`config.mk`:
```
export PLATFORM = sky130hd
export DESIGN_NAME = deblock_edge_line_filter_flat
export DESIGN_NICKNAME = d
export VERILOG_FILES = /design/src/hw/rtl/debl_pkg.sv /design/src/hw/rtl/debl_in_if.sv /design/src/hw/rtl/debl_out_if.sv /design/src/hw/rtl/deblock_edge_line_filter.sv /design/src/flat_wrapper.sv
export SDC_FILE = /design/constraint.sdc
export NUM_CORES = 2
export LEC_CHECK = 0
export BUFFER_PORTS_ARGS = -buffer_cell sky130_fd_sc_hd__buf_4
export CAP_MARGIN = 20
export CORE_MARGIN = 4
export CORE_UTILIZATION = 35
export DETAILED_ROUTE_END_ITERATION = 6
export GPL_TIMING_DRIVEN = 0
export HOLD_SLACK_MARGIN = 0.15
export PLACE_DENSITY = 0.49
export SLEW_MARGIN = 20
export SYNTH_ARGS = -nofsm -noshare
export SYNTH_HDL_FRONTEND = slang
export SYNTH_SLANG_ARGS = --single-unit
```
`constraint.sdc`:
```
create_clock -name clk -period 16.75 [get_ports clk]
set_input_delay 1.675 -clock clk [delete_from_list [all_inputs] [get_ports clk]]
set_output_delay 1.675 -clock clk [all_outputs]
set_load 0.01 [all_outputs]
```
`src/hw/rtl/debl_pkg.sv`:
```
// ----------------------------------------------------------------------------
// Deblocking edge-line filter package
// Field widths and configuration register indexes shared by the block and its
// channel interfaces.
// ----------------------------------------------------------------------------
package debl_pkg;

  // Width of every pixel field on the channels.
  localparam int PIX_W = 16;

  // Width of every configuration register and of the write data.
  localparam int CFG_W = 16;

  // Width of the configuration register index.
  localparam int CFG_IDX_W = 3;

  typedef logic [PIX_W-1:0] pix_t;
  typedef logic [CFG_W-1:0] cfg_word_t;

  // Configuration register map.
  typedef enum logic [CFG_IDX_W-1:0] {
    REG_ALPHA = 3'd0,
    REG_BETA  = 3'd1,
    REG_CLIP0 = 3'd2,
    REG_CLIP1 = 3'd3,
    REG_PEAK  = 3'd4
  } cfg_reg_t;

  // Reset value of the peak register.
  localparam cfg_word_t PEAK_RESET = 16'd255;

endpackage

```
`src/hw/rtl/debl_in_if.sv`:
```
// ----------------------------------------------------------------------------
// Deblocking input channel
// Carries one line of six pixels across a block edge, with valid and ready.
// ----------------------------------------------------------------------------
interface debl_in_if;
  import debl_pkg::*;

  logic valid;
  logic ready;
  pix_t pix_p2;
  pix_t pix_p1;
  pix_t pix_p0;
  pix_t pix_q0;
  pix_t pix_q1;
  pix_t pix_q2;

  modport source (
    output valid, pix_p2, pix_p1, pix_p0, pix_q0, pix_q1, pix_q2,
    input  ready
  );

  modport sink (
    input  valid, pix_p2, pix_p1, pix_p0, pix_q0, pix_q1, pix_q2,
    output ready
  );

endinterface

```
`src/hw/rtl/debl_out_if.sv`:
```
// ----------------------------------------------------------------------------
// Deblocking output channel
// Carries the four filtered inner pixels of one edge line, with valid and ready.
// ----------------------------------------------------------------------------
interface debl_out_if;
  import debl_pkg::*;

  logic valid;
  logic ready;
  pix_t out_p1;
  pix_t out_p0;
  pix_t out_q0;
  pix_t out_q1;

  modport source (
    output valid, out_p1, out_p0, out_q0, out_q1,
    input  ready
  );

  modport sink (
    input  valid, out_p1, out_p0, out_q0, out_q1,
    output ready
  );

endinterface

```
`src/hw/rtl/deblock_edge_line_filter.sv`:
```
// ----------------------------------------------------------------------------
// Deblocking edge-line filter
// Normal-strength deblocking of one line of six pixels p2,p1,p0 | q0,q1,q2
// that crosses a block edge; returns the filtered inner pixels p1,p0,q0,q1.
// ----------------------------------------------------------------------------
// Usage:
//   Items enter on in_ch (valid/ready) and leave on out_ch (valid/ready); an
//   item moves at a rising edge where valid and ready are both high. Each
//   input item produces exactly one output item, in order.
//   Thresholds, clip limits and the output peak are set through the write
//   port (cfg_we, cfg_idx, cfg_data) while no item is in flight. Writes to
//   an index beyond the register map are dropped.
//   An item accepted on in_ch is registered in stage 1, then in stage 2, then
//   in the output register of stage 3 before it shows up on out_ch. Throughput
//   is one item per cycle while out_ch is ready, set by the three-stage
//   pipeline (edge decisions, clipping, update and saturation), each stage
//   holding one item. When the receiver stalls, each stage keeps its item
//   and only the stages behind a full stage stop; in_ch.ready falls once
//   all three stages are full. Nothing is dropped or repeated.
//   Reset (rst, synchronous, active high) empties the pipeline and returns
//   the registers to zero thresholds and a peak of 255.
// ----------------------------------------------------------------------------
module deblock_edge_line_filter #(
  parameter int PIXEL_BITS = 16
) (
  input  logic                           clk,
  input  logic                           rst,
  input  logic                           cfg_we,
  input  logic [debl_pkg::CFG_IDX_W-1:0] cfg_idx,
  input  logic [debl_pkg::CFG_W-1:0]     cfg_data,
  debl_in_if.sink                        in_ch,
  debl_out_if.source                     out_ch
);
  import debl_pkg::*;

  localparam int W = PIXEL_BITS;
  // Signed working width: holds 4*(q0-p0)+p1-q1+4 and the sum of clip limits.
  localparam int SW = (PIXEL_BITS + 4 > 19) ? PIXEL_BITS + 4 : 19;
  // Largest value a pixel of PIXEL_BITS bits can take.
  localparam cfg_word_t PIX_MAX = CFG_W'((64'd1 << PIXEL_BITS) - 64'd1);

  // Configuration registers.
  cfg_word_t alpha_limit;
  cfg_word_t beta_limit;
  cfg_word_t clip_base;
  cfg_word_t clip_extra;
  cfg_word_t pixel_peak;
  cfg_word_t peak_eff;

  always_ff @(posedge clk) begin
    if (rst) begin
      alpha_limit <= '0;
      beta_limit  <= '0;
      clip_base   <= '0;
      clip_extra  <= '0;
      pixel_peak  <= PEAK_RESET;
    end else if (cfg_we) begin
      case (cfg_idx)
        REG_ALPHA: alpha_limit <= cfg_data;
        REG_BETA:  beta_limit  <= cfg_data;
        REG_CLIP0: clip_base   <= cfg_data;
        REG_CLIP1: clip_extra  <= cfg_data;
        REG_PEAK:  pixel_peak  <= cfg_data;
        default: begin
        end
      endcase
    end
  end

  assign peak_eff = (pixel_peak > PIX_MAX) ? PIX_MAX : pixel_peak;

  // Absolute difference of two pixels, widened to register width.
  function automatic cfg_word_t abs_diff(logic [W-1:0] a, logic [W-1:0] b);
    logic [W-1:0] d;
    d = (a > b) ? a - b : b - a;
    return CFG_W'(d);
  endfunction

  // Clamp a signed value into 0..top.
  function automatic pix_t sat(logic signed [SW-1:0] v, cfg_word_t top);
    logic signed [SW-1:0] t;
    t = $signed(SW'(top));
    if (v < 0) begin
      return '0;
    end else if (v > t) begin
      return top;
    end else begin
      return PIX_W'(v);
    end
  endfunction

  // Clip a signed value to -lim..lim.
  function automatic logic signed [SW-1:0] clip_sym(logic signed [SW-1:0] v,
                                                    logic signed [SW-1:0] lim);
    if (v > lim) begin
      return lim;
    end else if (v < -lim) begin
      return -lim;
    end else begin
      return v;
    end
  endfunction

  // Stage handshake: a stage may load when it is empty or its item moves on.
  logic rdy1, rdy2, rdy3;
  logic v1, v2, v3;

  assign rdy3        = !v3 || out_ch.ready;
  assign rdy2        = !v2 || rdy3;
  assign rdy1        = !v1 || rdy2;
  assign in_ch.ready = rdy1;

  // --------------------------------------------------------------------------
  // Stage 1: truncate pixels, edge and smoothness decisions, raw delta, avg.
  // --------------------------------------------------------------------------
  logic [W-1:0] a_p2, a_p1, a_p0, a_q0, a_q1, a_q2;
  logic                 a_on, a_sp, a_sq;
  logic [W:0]           a_avg_sum;
  logic signed [SW-1:0] a_dsum, a_dsh;

  assign a_p2 = in_ch.pix_p2[W-1:0];
  assign a_p1 = in_ch.pix_p1[W-1:0];
  assign a_p0 = in_ch.pix_p0[W-1:0];
  assign a_q0 = in_ch.pix_q0[W-1:0];
  assign a_q1 = in_ch.pix_q1[W-1:0];
  assign a_q2 = in_ch.pix_q2[W-1:0];

  always_comb begin
    a_on = (abs_diff(a_p0, a_q0) < alpha_limit) &&
           (abs_diff(a_p1, a_p0) < beta_limit) &&
           (abs_diff(a_q0, a_q1) < beta_limit);
    a_sp = abs_diff(a_p2, a_p0) < beta_limit;
    a_sq = abs_diff(a_q2, a_q0) < beta_limit;
    a_avg_sum = (W+1)'(a_p0) + (W+1)'(a_q0) + (W+1)'(1);
    a_dsum = (($signed(SW'(a_q0)) - $signed(SW'(a_p0))) <<< 2)
           + $signed(SW'(a_p1)) - $signed(SW'(a_q1)) + $signed(SW'(4));
    a_dsh  = a_dsum >>> 3;
  end

  logic [W-1:0]      s1_p2, s1_p1, s1_p0, s1_q0, s1_q1, s1_q2, s1_avg;
  logic              s1_on, s1_sp, s1_sq;
  logic signed [W:0] s1_dlt;

  always_ff @(posedge clk) begin
    if (rst) begin
      v1 <= 1'b0;
    end else if (rdy1) begin
      v1 <= in_ch.valid;
    end
  end

  always_ff @(posedge clk) begin
    if (rdy1 && in_ch.valid) begin
      s1_p2  <= a_p2;
      s1_p1  <= a_p1;
      s1_p0  <= a_p0;
      s1_q0  <= a_q0;
      s1_q1  <= a_q1;
      s1_q2  <= a_q2;
      s1_on  <= a_on;
      s1_sp  <= a_sp;
      s1_sq  <= a_sq;
      s1_avg <= a_avg_sum[W:1];
      s1_dlt <= a_dsh[W:0];
    end
  end

  // --------------------------------------------------------------------------
  // Stage 2: clip limit, clipped delta, raw outer-pixel corrections.
  // --------------------------------------------------------------------------
  logic [CFG_W+1:0]     b_c;
  logic signed [SW-1:0] b_dlt, b_e1p, b_e1q;

  always_comb begin
    b_c = (CFG_W+2)'(clip_base)
        + (s1_sp ? (CFG_W+2)'(clip_extra) : '0)
        + (s1_sq ? (CFG_W+2)'(clip_extra) : '0);
    b_dlt = clip_sym(SW'(s1_dlt), $signed(SW'(b_c)));
    b_e1p = ($signed(SW'(s1_p2)) + $signed(SW'(s1_avg))
           - ($signed(SW'(s1_p1)) <<< 1)) >>> 1;
    b_e1q = ($signed(SW'(s1_q2)) + $signed(SW'(s1_avg))
           - ($signed(SW'(s1_q1)) <<< 1)) >>> 1;
  end

  logic [W-1:0]      s2_p1, s2_p0, s2_q0, s2_q1;
  logic              s2_on, s2_sp, s2_sq;
  logic signed [W:0] s2_dlt, s2_dp1, s2_dq1;

  always_ff @(posedge clk) begin
    if (rst) begin
      v2 <= 1'b0;
    end else if (rdy2) begin
      v2 <= v1;
    end
  end

  always_ff @(posedge clk) begin
    if (rdy2 && v1) begin
      s2_p1  <= s1_p1;
      s2_p0  <= s1_p0;
      s2_q0  <= s1_q0;
      s2_q1  <= s1_q1;
      s2_on  <= s1_on;
      s2_sp  <= s1_sp;
      s2_sq  <= s1_sq;
      s2_dlt <= b_dlt[W:0];
      s2_dp1 <= b_e1p[W:0];
      s2_dq1 <= b_e1q[W:0];
    end
  end

  // --------------------------------------------------------------------------
  // Stage 3: apply corrections and saturate into the output register.
  // --------------------------------------------------------------------------
  logic signed [SW-1:0] c_c0, c_dp1, c_dq1, c_np1, c_np0, c_nq0, c_nq1;

  always_comb begin
    c_c0  = $signed(SW'(clip_base));
    c_dp1 = clip_sym(SW'(s2_dp1), c_c0);
    c_dq1 = clip_sym(SW'(s2_dq1), c_c0);
    c_np1 = $signed(SW'(s2_p1));
    c_np0 = $signed(SW'(s2_p0));
    c_nq0 = $signed(SW'(s2_q0));
    c_nq1 = $signed(SW'(s2_q1));
    if (s2_on) begin
      c_np0 = c_np0 + SW'(s2_dlt);
      c_nq0 = c_nq0 - SW'(s2_dlt);
      if (s2_sp) begin
        c_np1 = c_np1 + c_dp1;
      end
      if (s2_sq) begin
        c_nq1 = c_nq1 + c_dq1;
      end
    end
  end

  always_ff @(posedge clk) begin
    if (rst) begin
      v3 <= 1'b0;
    end else if (rdy3) begin
      v3 <= v2;
    end
  end

  always_ff @(posedge clk) begin
    if (rdy3 && v2) begin
      out_ch.out_p1 <= sat(c_np1, peak_eff);
      out_ch.out_p0 <= sat(c_np0, peak_eff);
      out_ch.out_q0 <= sat(c_nq0, peak_eff);
      out_ch.out_q1 <= sat(c_nq1, peak_eff);
    end
  end

  assign out_ch.valid = v3;

`ifndef SYNTHESIS
  // A stage-1 item that cannot move on stays put with its decisions intact.
  a_s1_hold: assert property (@(posedge clk) disable iff (rst)
    (v1 && !rdy2) |=> (v1 && $stable(s1_dlt) && $stable(s1_on) && $stable(s1_avg)))
    else $error("stage 1 item changed while stalled");

  // The clipped edge delta never exceeds the clip limit in magnitude.
  a_dlt_clip: assert property (@(posedge clk) disable iff (rst)
    v1 |-> (b_dlt <= $signed(SW'(b_c)) && b_dlt >= -$signed(SW'(b_c))))
    else $error("edge delta outside clip limit");

  // Every delivered pixel lies within the effective peak.
  a_out_peak: assert property (@(posedge clk) disable iff (rst)
    out_ch.valid |-> (out_ch.out_p1 <= peak_eff && out_ch.out_p0 <= peak_eff &&
                      out_ch.out_q0 <= peak_eff && out_ch.out_q1 <= peak_eff))
    else $error("output pixel above peak");
`endif

endmodule
```
`src/flat_wrapper.sv`:
```
// flat-port wrapper written by rule: the top's interface ports become plain ports
module deblock_edge_line_filter_flat import debl_pkg::*;
#(
  parameter int PIXEL_BITS = 16
)
  (clk, rst, cfg_we, cfg_idx, cfg_data, in_ch_valid, in_ch_pix_p2, in_ch_pix_p1, in_ch_pix_p0, in_ch_pix_q0, in_ch_pix_q1, in_ch_pix_q2, in_ch_ready, out_ch_valid, out_ch_out_p1, out_ch_out_p0, out_ch_out_q0, out_ch_out_q1, out_ch_ready);
  debl_in_if in_ch_i ();
  debl_out_if out_ch_i ();
  input  logic clk;
  input  logic rst;
  input  logic cfg_we;
  input  logic [debl_pkg::CFG_IDX_W-1:0] cfg_idx;
  input  logic [debl_pkg::CFG_W-1:0] cfg_data;
  input wire logic [$bits(in_ch_i.valid)-1:0] in_ch_valid;
  input wire logic [$bits(in_ch_i.pix_p2)-1:0] in_ch_pix_p2;
  input wire logic [$bits(in_ch_i.pix_p1)-1:0] in_ch_pix_p1;
  input wire logic [$bits(in_ch_i.pix_p0)-1:0] in_ch_pix_p0;
  input wire logic [$bits(in_ch_i.pix_q0)-1:0] in_ch_pix_q0;
  input wire logic [$bits(in_ch_i.pix_q1)-1:0] in_ch_pix_q1;
  input wire logic [$bits(in_ch_i.pix_q2)-1:0] in_ch_pix_q2;
  output wire logic [$bits(in_ch_i.ready)-1:0] in_ch_ready;
  output wire logic [$bits(out_ch_i.valid)-1:0] out_ch_valid;
  output wire logic [$bits(out_ch_i.out_p1)-1:0] out_ch_out_p1;
  output wire logic [$bits(out_ch_i.out_p0)-1:0] out_ch_out_p0;
  output wire logic [$bits(out_ch_i.out_q0)-1:0] out_ch_out_q0;
  output wire logic [$bits(out_ch_i.out_q1)-1:0] out_ch_out_q1;
  input wire logic [$bits(out_ch_i.ready)-1:0] out_ch_ready;
  assign in_ch_i.valid = in_ch_valid;
  assign in_ch_i.pix_p2 = in_ch_pix_p2;
  assign in_ch_i.pix_p1 = in_ch_pix_p1;
  assign in_ch_i.pix_p0 = in_ch_pix_p0;
  assign in_ch_i.pix_q0 = in_ch_pix_q0;
  assign in_ch_i.pix_q1 = in_ch_pix_q1;
  assign in_ch_i.pix_q2 = in_ch_pix_q2;
  assign in_ch_ready = in_ch_i.ready;
  assign out_ch_valid = out_ch_i.valid;
  assign out_ch_out_p1 = out_ch_i.out_p1;
  assign out_ch_out_p0 = out_ch_i.out_p0;
  assign out_ch_out_q0 = out_ch_i.out_q0;
  assign out_ch_out_q1 = out_ch_i.out_q1;
  assign out_ch_i.ready = out_ch_ready;
  deblock_edge_line_filter #(.PIXEL_BITS(PIXEL_BITS)) u_core (.clk(clk), .rst(rst), .cfg_we(cfg_we), .cfg_idx(cfg_idx), .cfg_data(cfg_data), .in_ch(in_ch_i), .out_ch(out_ch_i));
endmodule
```
# --- Word-level counts from Yosys, hierarchy flattened ---
# Index checks and enable logic that the tools add are counted.
classes:
  reduce_logical: 17
  n_eq_ne: 4
  magnitude_cmp: 25
  addsub: 28
  n_mux: 24
op_table:
  columns: ["operator", "count"]
  rows:
  - ["two-way mux 20 bit", 10]
  - ["two-way mux 16 bit", 12]
  - ["subtractor 16 bit", 10]
  - ["greater-than comparator 16 bit", 5]
  - ["greater-than comparator 20 x 17 -> 1 bit", 4]
  - ["less-than comparator 16 bit", 5]
  - ["less-than comparator 20 x 1 -> 1 bit, second input constant", 4]
  - ["less-than comparator 17 x 20 -> 1 bit", 3]
  - ["adder 16 x 16 -> 17 bit", 3]
  - ["adder 17 x 20 -> 20 bit", 2]
  - ["subtractor 18 bit", 2]
  - ["greater-than comparator 17 bit", 2]
  - ["two-way mux 17 bit", 2]
  - ["adder 20 x 17 -> 20 bit", 1]
  - ["adder 20 x 4 -> 20 bit, second input constant", 1]
  - ["negation 16 -> 20 bit", 1]
  - ["negation 18 -> 20 bit", 1]
  - ["subtractor 20 x 17 -> 20 bit", 1]
  - ["greater-than comparator 17 x 19 -> 1 bit", 1]
  - ["adder 16 x 18 -> 18 bit", 1]
  - ["adder 17 x 17 -> 18 bit", 1]
  - ["adder 18 x 16 -> 18 bit", 1]
  - ["subtractor 17 x 17 -> 18 bit", 1]
  - ["adder 17 x 1 -> 17 bit, second input constant", 1]
  - ["10 further kinds", 23]
totals:
  elab_cells: 131
  in_bits: 120
  register_bits: 397

# --- Longest topological paths before layout ---
logic_depth:
  depth_word: 9
  ltp_mapped: 41

# --- Worst setup path after synthesis ---
# No wires, ideal clock.
synth_path:
  kind: "in2reg"
  from: "input port out_ch_ready"
  to: "register u_core.s2_dlt[0] (enable)"
  path_buffers: 0
  path_stages: 2
  arrival_time_ps: 10300
  slack_ps: 5675
  setup_ps: 775
  required_time_ps: 15975
  cell_sequence: "nor2b_1 -> a21boi_0"
synth_via:
  elab_chain_len: 3
synth_lines:
  columns: ["element", "line", "text"]
  rows:
  - ["start, declared", "flat_wrapper.sv:27", "input wire logic [$bits(out_ch_i.ready)-1:0] out_ch_ready;"]
  - ["logical OR 1 bit", "deblock_edge_line_filter.sv:108", "assign rdy3 = !v3 || out_ch.ready;"]
  - ["logical OR 1 bit", "deblock_edge_line_filter.sv:109", "assign rdy2 = !v2 || rdy3;"]
  - ["logical AND 1 bit", "deblock_edge_line_filter.sv:198", "if (rdy2 && v1) begin"]
  - ["end signal, assigned", "deblock_edge_line_filter.sv:206", "s2_dlt <= b_dlt[W:0];"]
  - ["end, declared", "deblock_edge_line_filter.sv:187", "logic signed [W:0] s2_dlt, s2_dp1, s2_dq1;"]
# Every way passes these cells.
# A chain may end at the register's enable or synchronous reset.

# --- Worst setup path in the final report ---
layout_path:
  from: "register u_core.clip_base[3]"
  to: "register u_core.out_ch.out_p1[9], data pin"
layout_via:
  elab_chain_len: 9
  word_cells_on_any_way: 11
  classes_between: "2 x add/sub; 4 x order compare; 5 x mux"
layout_lines:
  columns: ["element", "line", "text"]
  rows:
  - ["start, declared", "deblock_edge_line_filter.sv:45", "cfg_word_t clip_base;"]
  - ["start signal, assigned", "deblock_edge_line_filter.sv:61", "REG_CLIP0: clip_base <= cfg_data;"]
  - ["negation 16 -> 20 bit", "deblock_edge_line_filter.sv:97, deblock_edge_line_filter.sv:98", null]
  - ["less-than comparator 17 x 20 -> 1 bit", "deblock_edge_line_filter.sv:97", "end else if (v < -lim) begin"]
  - ["two-way mux 20 bit", "deblock_edge_line_filter.sv:97", null]
  - ["two-way mux 20 bit *", "deblock_edge_line_filter.sv:95", "if (v > lim) begin"]
  - ["adder 17 x 20 -> 20 bit *", "deblock_edge_line_filter.sv:229", "c_np1 = c_np1 + c_dp1;"]
  - ["two-way mux 20 bit *", "deblock_edge_line_filter.sv:228", "if (s2_sp) begin"]
  - ["two-way mux 20 bit *", "deblock_edge_line_filter.sv:225", "if (s2_on) begin"]
  - ["greater-than comparator 20 x 17 -> 1 bit", "deblock_edge_line_filter.sv:85", "end else if (v > t) begin"]
  - ["two-way mux 16 bit", "deblock_edge_line_filter.sv:85", null]
  - ["end signal, assigned", "deblock_edge_line_filter.sv:247", "out_ch.out_p1 <= sat(c_np1, peak_eff);"]
  - ["end, declared", "debl_out_if.sv:16", "output valid, out_p1, out_p0, out_q0, out_q1,"]
# Every way passes the cells marked *; elsewhere a longest branch is shown, timed or not.

==> metrics.txt <==
# TYPE chip_impl_metric gauge
chip_impl_info{name="status",value="finished clean"} 1
chip_impl_metric{name="synth_seq_area_share",unit="%"} 29.76
chip_impl_info{name="critical_path_cell_with_the_highest_stage_delay",value="or4_1"} 1
chip_impl_metric{name="routed_wl",unit="um"} 143200
chip_impl_metric{name="power_leakage",unit="nW"} 18.43
chip_impl_metric{name="global_route.overflow_total",unit=""} 0
chip_impl_metric{name="drtIter0Drc",unit=""} 2015
chip_impl_metric{name="final_antenna_net_count",unit=""} 0
chip_impl_metric{name="drv.max_cap_violation_count",unit=""} 0
chip_impl_metric{name="yosys_register_bits",unit=""} 397
chip_impl_metric{name="synth.distinct_cells",unit=""} 86
chip_impl_metric{name="grt_pass1_wl",unit="um"} 207100
chip_impl_info{name="tritoncts",value="yes"} 1
chip_impl_metric{name="clk_transition_reported_paths",unit="ps"} 60
chip_impl_metric{name="skew",unit="ps"} 41.14
chip_impl_metric{name="fraction_of_power_spent_switching_nets",unit="%"} 43.09
chip_impl_metric{name="synth_largest_type_area_fraction",unit="%"} 25.30
chip_impl_info{name="start_kind",value="flop"} 1
chip_impl_metric{name="synth-async-reset-ratio",unit="%"} 0
chip_impl_metric{name="hpwl",unit="um"} 119800
chip_impl_metric{name="layout-drive-gt1-share",unit="%"} 8.028
chip_impl_info{name="top_ff_cell_synth",value="edfxtp_1"} 1
chip_impl_metric{name="synth-xor-area-share",unit="%"} 5.936
chip_impl_metric{name="setup_tns",unit="ps"} 0
chip_impl_metric{name="critPathMaxFanout",unit=""} 10
chip_impl_metric{name="detailroute.via_count",unit=""} 31480
chip_impl_metric{name="maxSlewHeadroom",unit="%"} 26.43
chip_impl_metric{name="postSynthCellCount",unit=""} 4111
chip_impl_metric{name="ff_latch_area",unit="um^2"} 11090
chip_impl_metric{name="synth-adder-area-share",unit="%"} 22.45
chip_impl_metric{name="fin_nets",unit=""} 5117
chip_impl_metric{name="timing.final.hold_violations",unit=""} 0
chip_impl_info{name="hold_class",value="flop to flop"} 1
chip_impl_metric{name="final.min_clock_period",unit="ps"} 10660
chip_impl_metric{name="io_buffer_count",unit=""} 184
chip_impl_metric{name="cp_data_arrival_time",unit="ps"} 11020
chip_impl_metric{name="final_period_utilization",unit="%"} 63.64
chip_impl_info{name="setup.worst_path.class",value="flop to flop"} 1
chip_impl_metric{name="power.ir.vdd_worst",unit="mV"} 0.07517
chip_impl_metric{name="hold_buffers",unit=""} 0
chip_impl_metric{name="std_cell_rows",unit=""} 119
chip_impl_metric{name="horiz_die_dim",unit="um"} 334.3
chip_impl_metric{name="final_setup_fails",unit=""} 0
chip_impl_metric{name="clk-insertion-delay-late",unit="ps"} 620
chip_impl_metric{name="synth.mux.area_fraction",unit="%"} 3.912
chip_impl_metric{name="tritoncts_num_sinks",unit=""} 397
chip_impl_info{name="synth.largest_area_cell",value="edfxtp_1"} 1
chip_impl_metric{name="simple_gate_share_of_the_synthesized_area",unit="%"} 12.94
chip_impl_info{name="ctsRootBufferMaster",value="clkbuf_16"} 1
chip_impl_metric{name="starting_density_of_the_core",unit="%"} 35.30
chip_impl_metric{name="detail_route.first_pass.iterations",unit=""} 6
chip_impl_metric{name="multi_input_area",unit="um^2"} 24290
chip_impl_metric{name="post_cts.repair.setup_buffers",unit=""} 0
chip_impl_metric{name="globalplace.congestion",unit=""} 0.9636
chip_impl_metric{name="synth_edf_count",unit=""} 314
chip_impl_metric{name="synth.cell_area",unit="um^2"} 37260
chip_impl_metric{name="num_io_pins",unit=""} 186
chip_impl_metric{name="whs",unit="ps"} 409.7
chip_impl_info{name="ys_top_cells_by_count",value="ha_1, nand2_1, a21oi_1"} 1
chip_impl_metric{name="die_area",unit="um^2"} 111800
chip_impl_metric{name="seq_power_share",unit="%"} 26.4
chip_impl_info{name="worst_path_dominant_cell_family",value="compound AO/OA/AOI/OAI gates"} 1
chip_impl_metric{name="clkPwrFrac",unit="%"} 18.6
chip_impl_info{name="synth_most_common_cell",value="ha_1"} 1
chip_impl_metric{name="grt_start_max_net_pins",unit=""} 25
chip_impl_metric{name="cp_data_required_time",unit="ps"} 17110
chip_impl_metric{name="cts_buffers",unit=""} 47
chip_impl_metric{name="routed_via_density",unit=""} 5.436
chip_impl_metric{name="worstPathBufferInverterCount",unit=""} 6
chip_impl_metric{name="postSynthAreaPerCell",unit="um^2"} 9.065
chip_impl_metric{name="powerDensity",unit="nW/um^2"} 126.2
chip_impl_metric{name="synth_warnings",unit=""} 0
chip_impl_metric{name="core_footprint",unit="um^2"} 105600
chip_impl_metric{name="ctsResizeCount",unit=""} 0
chip_impl_info{name="post_synth_main_area_contributors",value="edfxtp_1, ha_1, a21oi_1"} 1
chip_impl_metric{name="overall_routing_resource_usage",unit="%"} 24.99
chip_impl_metric{name="netSwitchingPower",unit="mW"} 2.303
chip_impl_info{name="worst_setup_end_kind",value="flop"} 1
chip_impl_metric{name="antenna_found_initial",unit=""} 10
chip_impl_info{name="grt_setup_unrepaired",value="no"} 1
chip_impl_metric{name="synth_compound_gate_area_share",unit="%"} 19.85
chip_impl_metric{name="worst-r2r-setup-slack",unit="ps"} 6090
chip_impl_info{name="crit_top_cell",value="a21oi_1"} 1
chip_impl_metric{name="power_frac_comb",unit="%"} 55.0
chip_impl_metric{name="n_fill_cell",unit=""} 10690
chip_impl_metric{name="detail_route.drc_violations",unit=""} 0
chip_impl_metric{name="cts-htree-levels",unit=""} 2
chip_impl_metric{name="avgRoutedWirePerCell",unit="um"} 24.74
chip_impl_metric{name="mappedNetlistNets",unit=""} 4868
chip_impl_metric{name="clk_path_buf_depth",unit=""} 3
chip_impl_metric{name="top_achievable_clock_speed",unit="MHz"} 93.81
chip_impl_metric{name="postLayoutCellArea",unit="um^2"} 42350
chip_impl_metric{name="drv_slew",unit=""} 0
chip_impl_metric{name="via_count_of_the_first_global_routing_pass",unit=""} 30900
chip_impl_metric{name="worst_pin_slew",unit="ps"} 1097
chip_impl_info{name="synth_top_family_by_area",value="adder cells"} 1
chip_impl_metric{name="power.internal",unit="mW"} 3.042
chip_impl_metric{name="place_area",unit="um^2"} 40860
chip_impl_metric{name="dieHeight",unit="um"} 334.3
chip_impl_metric{name="crit_path_max_incr_delay",unit="ps"} 550
chip_impl_metric{name="area_delta_synth_final",unit="%"} 13.64
-- kinds of logic (layout without fill, tap and decap cells) --
| group | count (synthesis) | count (layout) |
|---|---|---|
| adders and majority gates | 638 | 638 |
| buffers and inverters | 504 | 790 |
| and+or+nand+nor | 1031 | 1031 |
| muxes | 141 | 141 |
| other | 0 | 3 |
| xor gates and xnor gates | 251 | 251 |
| AOI/OAI and AO/OA | 1149 | 1149 |
| DFF | 397 | 397 |
-- flip-flops by register name, summed over array words and instances, names as in the netlist, 17 cells and up --
name and cells:
u_core.s1_dlt 17, u_core.s2_dlt 17, u_core.s2_dp1 17, u_core.s2_dq1 17
-- stage by stage --
stage          utilization [%]  cells  worst slack [ps]  total power [mW]
3_3_place_gp             38.26   5686             739.5             4.325
3_5_place_dp             38.71   5702              6301             4.338
4_1_cts                  40.11   5788              6277             5.362
5_1_grt                  40.11   5788              5608             5.766
2_1_floorplan                -   4111              5675             3.485
6_report                 40.11   5791              6090             5.346
-- layout by cell type, fill, tap and decap left out, types with 70 or more instances in the layout --
cell	netlist	final
ha_1	586	586
nand2_1	402	402
a21oi_1	392	392
inv_1	377	377
edfxtp_1	314	314
nor2_1	221	221
o21ai_0	198	198
buf_4	2	186
xnor2_1	185	185
a21o_1	159	159
clkbuf_1	106	114
mux2i_1	104	104
dfxtp_1	83	83
nand3_1	79	79
o21bai_1	70	70
-- final timing paths --
check / to / cells past startpoint / start
max: u_core.out_ch.out_p1[9]$_SDFFCE_PN0P_ / 35 / u_core.clip_base[3]$_SDFFE_PP0P_
max reg2reg: u_core.out_ch.out_p1[9]$_SDFFCE_PN0P_ / 35 / u_core.clip_base[3]$_SDFFE_PP0P_
min reg2reg: u_core.s2_p0[7]$_DFFE_PP_ / 0 / u_core.s1_p0[7]$_DFFE_PP_
min: u_core.s2_p0[7]$_DFFE_PP_ / 0 / u_core.s1_p0[7]$_DFFE_PP_
-- area by class of cell --
type | count | area share [%]
multi-input cells | 3210 | 57.35
clock inverters | 24 | 0.4018
clock buffers | 62 | 3.088
diodes | 3 | 0.01773
inverters | 380 | 3.368
repair buffers | 200 | 4.302
flip-flops and latches | 397 | 26.19
plain buffers | 124 | 1.167
well taps | 1391 | 4.110
-- power by group through the flow --
stage	Clock (mW)	Combinational, mW	Sequential, mW
global route	1.06	3.28	1.42
detailed placement	0	2.91	1.43
floorplan	0	2.12	1.37
CTS	1.03	2.93	1.41
global placement	0	2.88	1.45
finish	0.995	2.94	1.41
-- layer usage --
| metal | up-vias | track usage (%) | routed length (um) |
|---|---|---|---|
| met4 | 4 | 10.03 | 6592 |
| met2 | 908 | 41.46 | 65360 |
| met1 | 14960 | 33.49 | 64760 |
| met3 | 229 | 2.538 | 6510 |
| li1 | 15380 | - | - |
| met5 | - | 0 | 27 |
No activity file was read; power rests on OpenSTA's default activity.
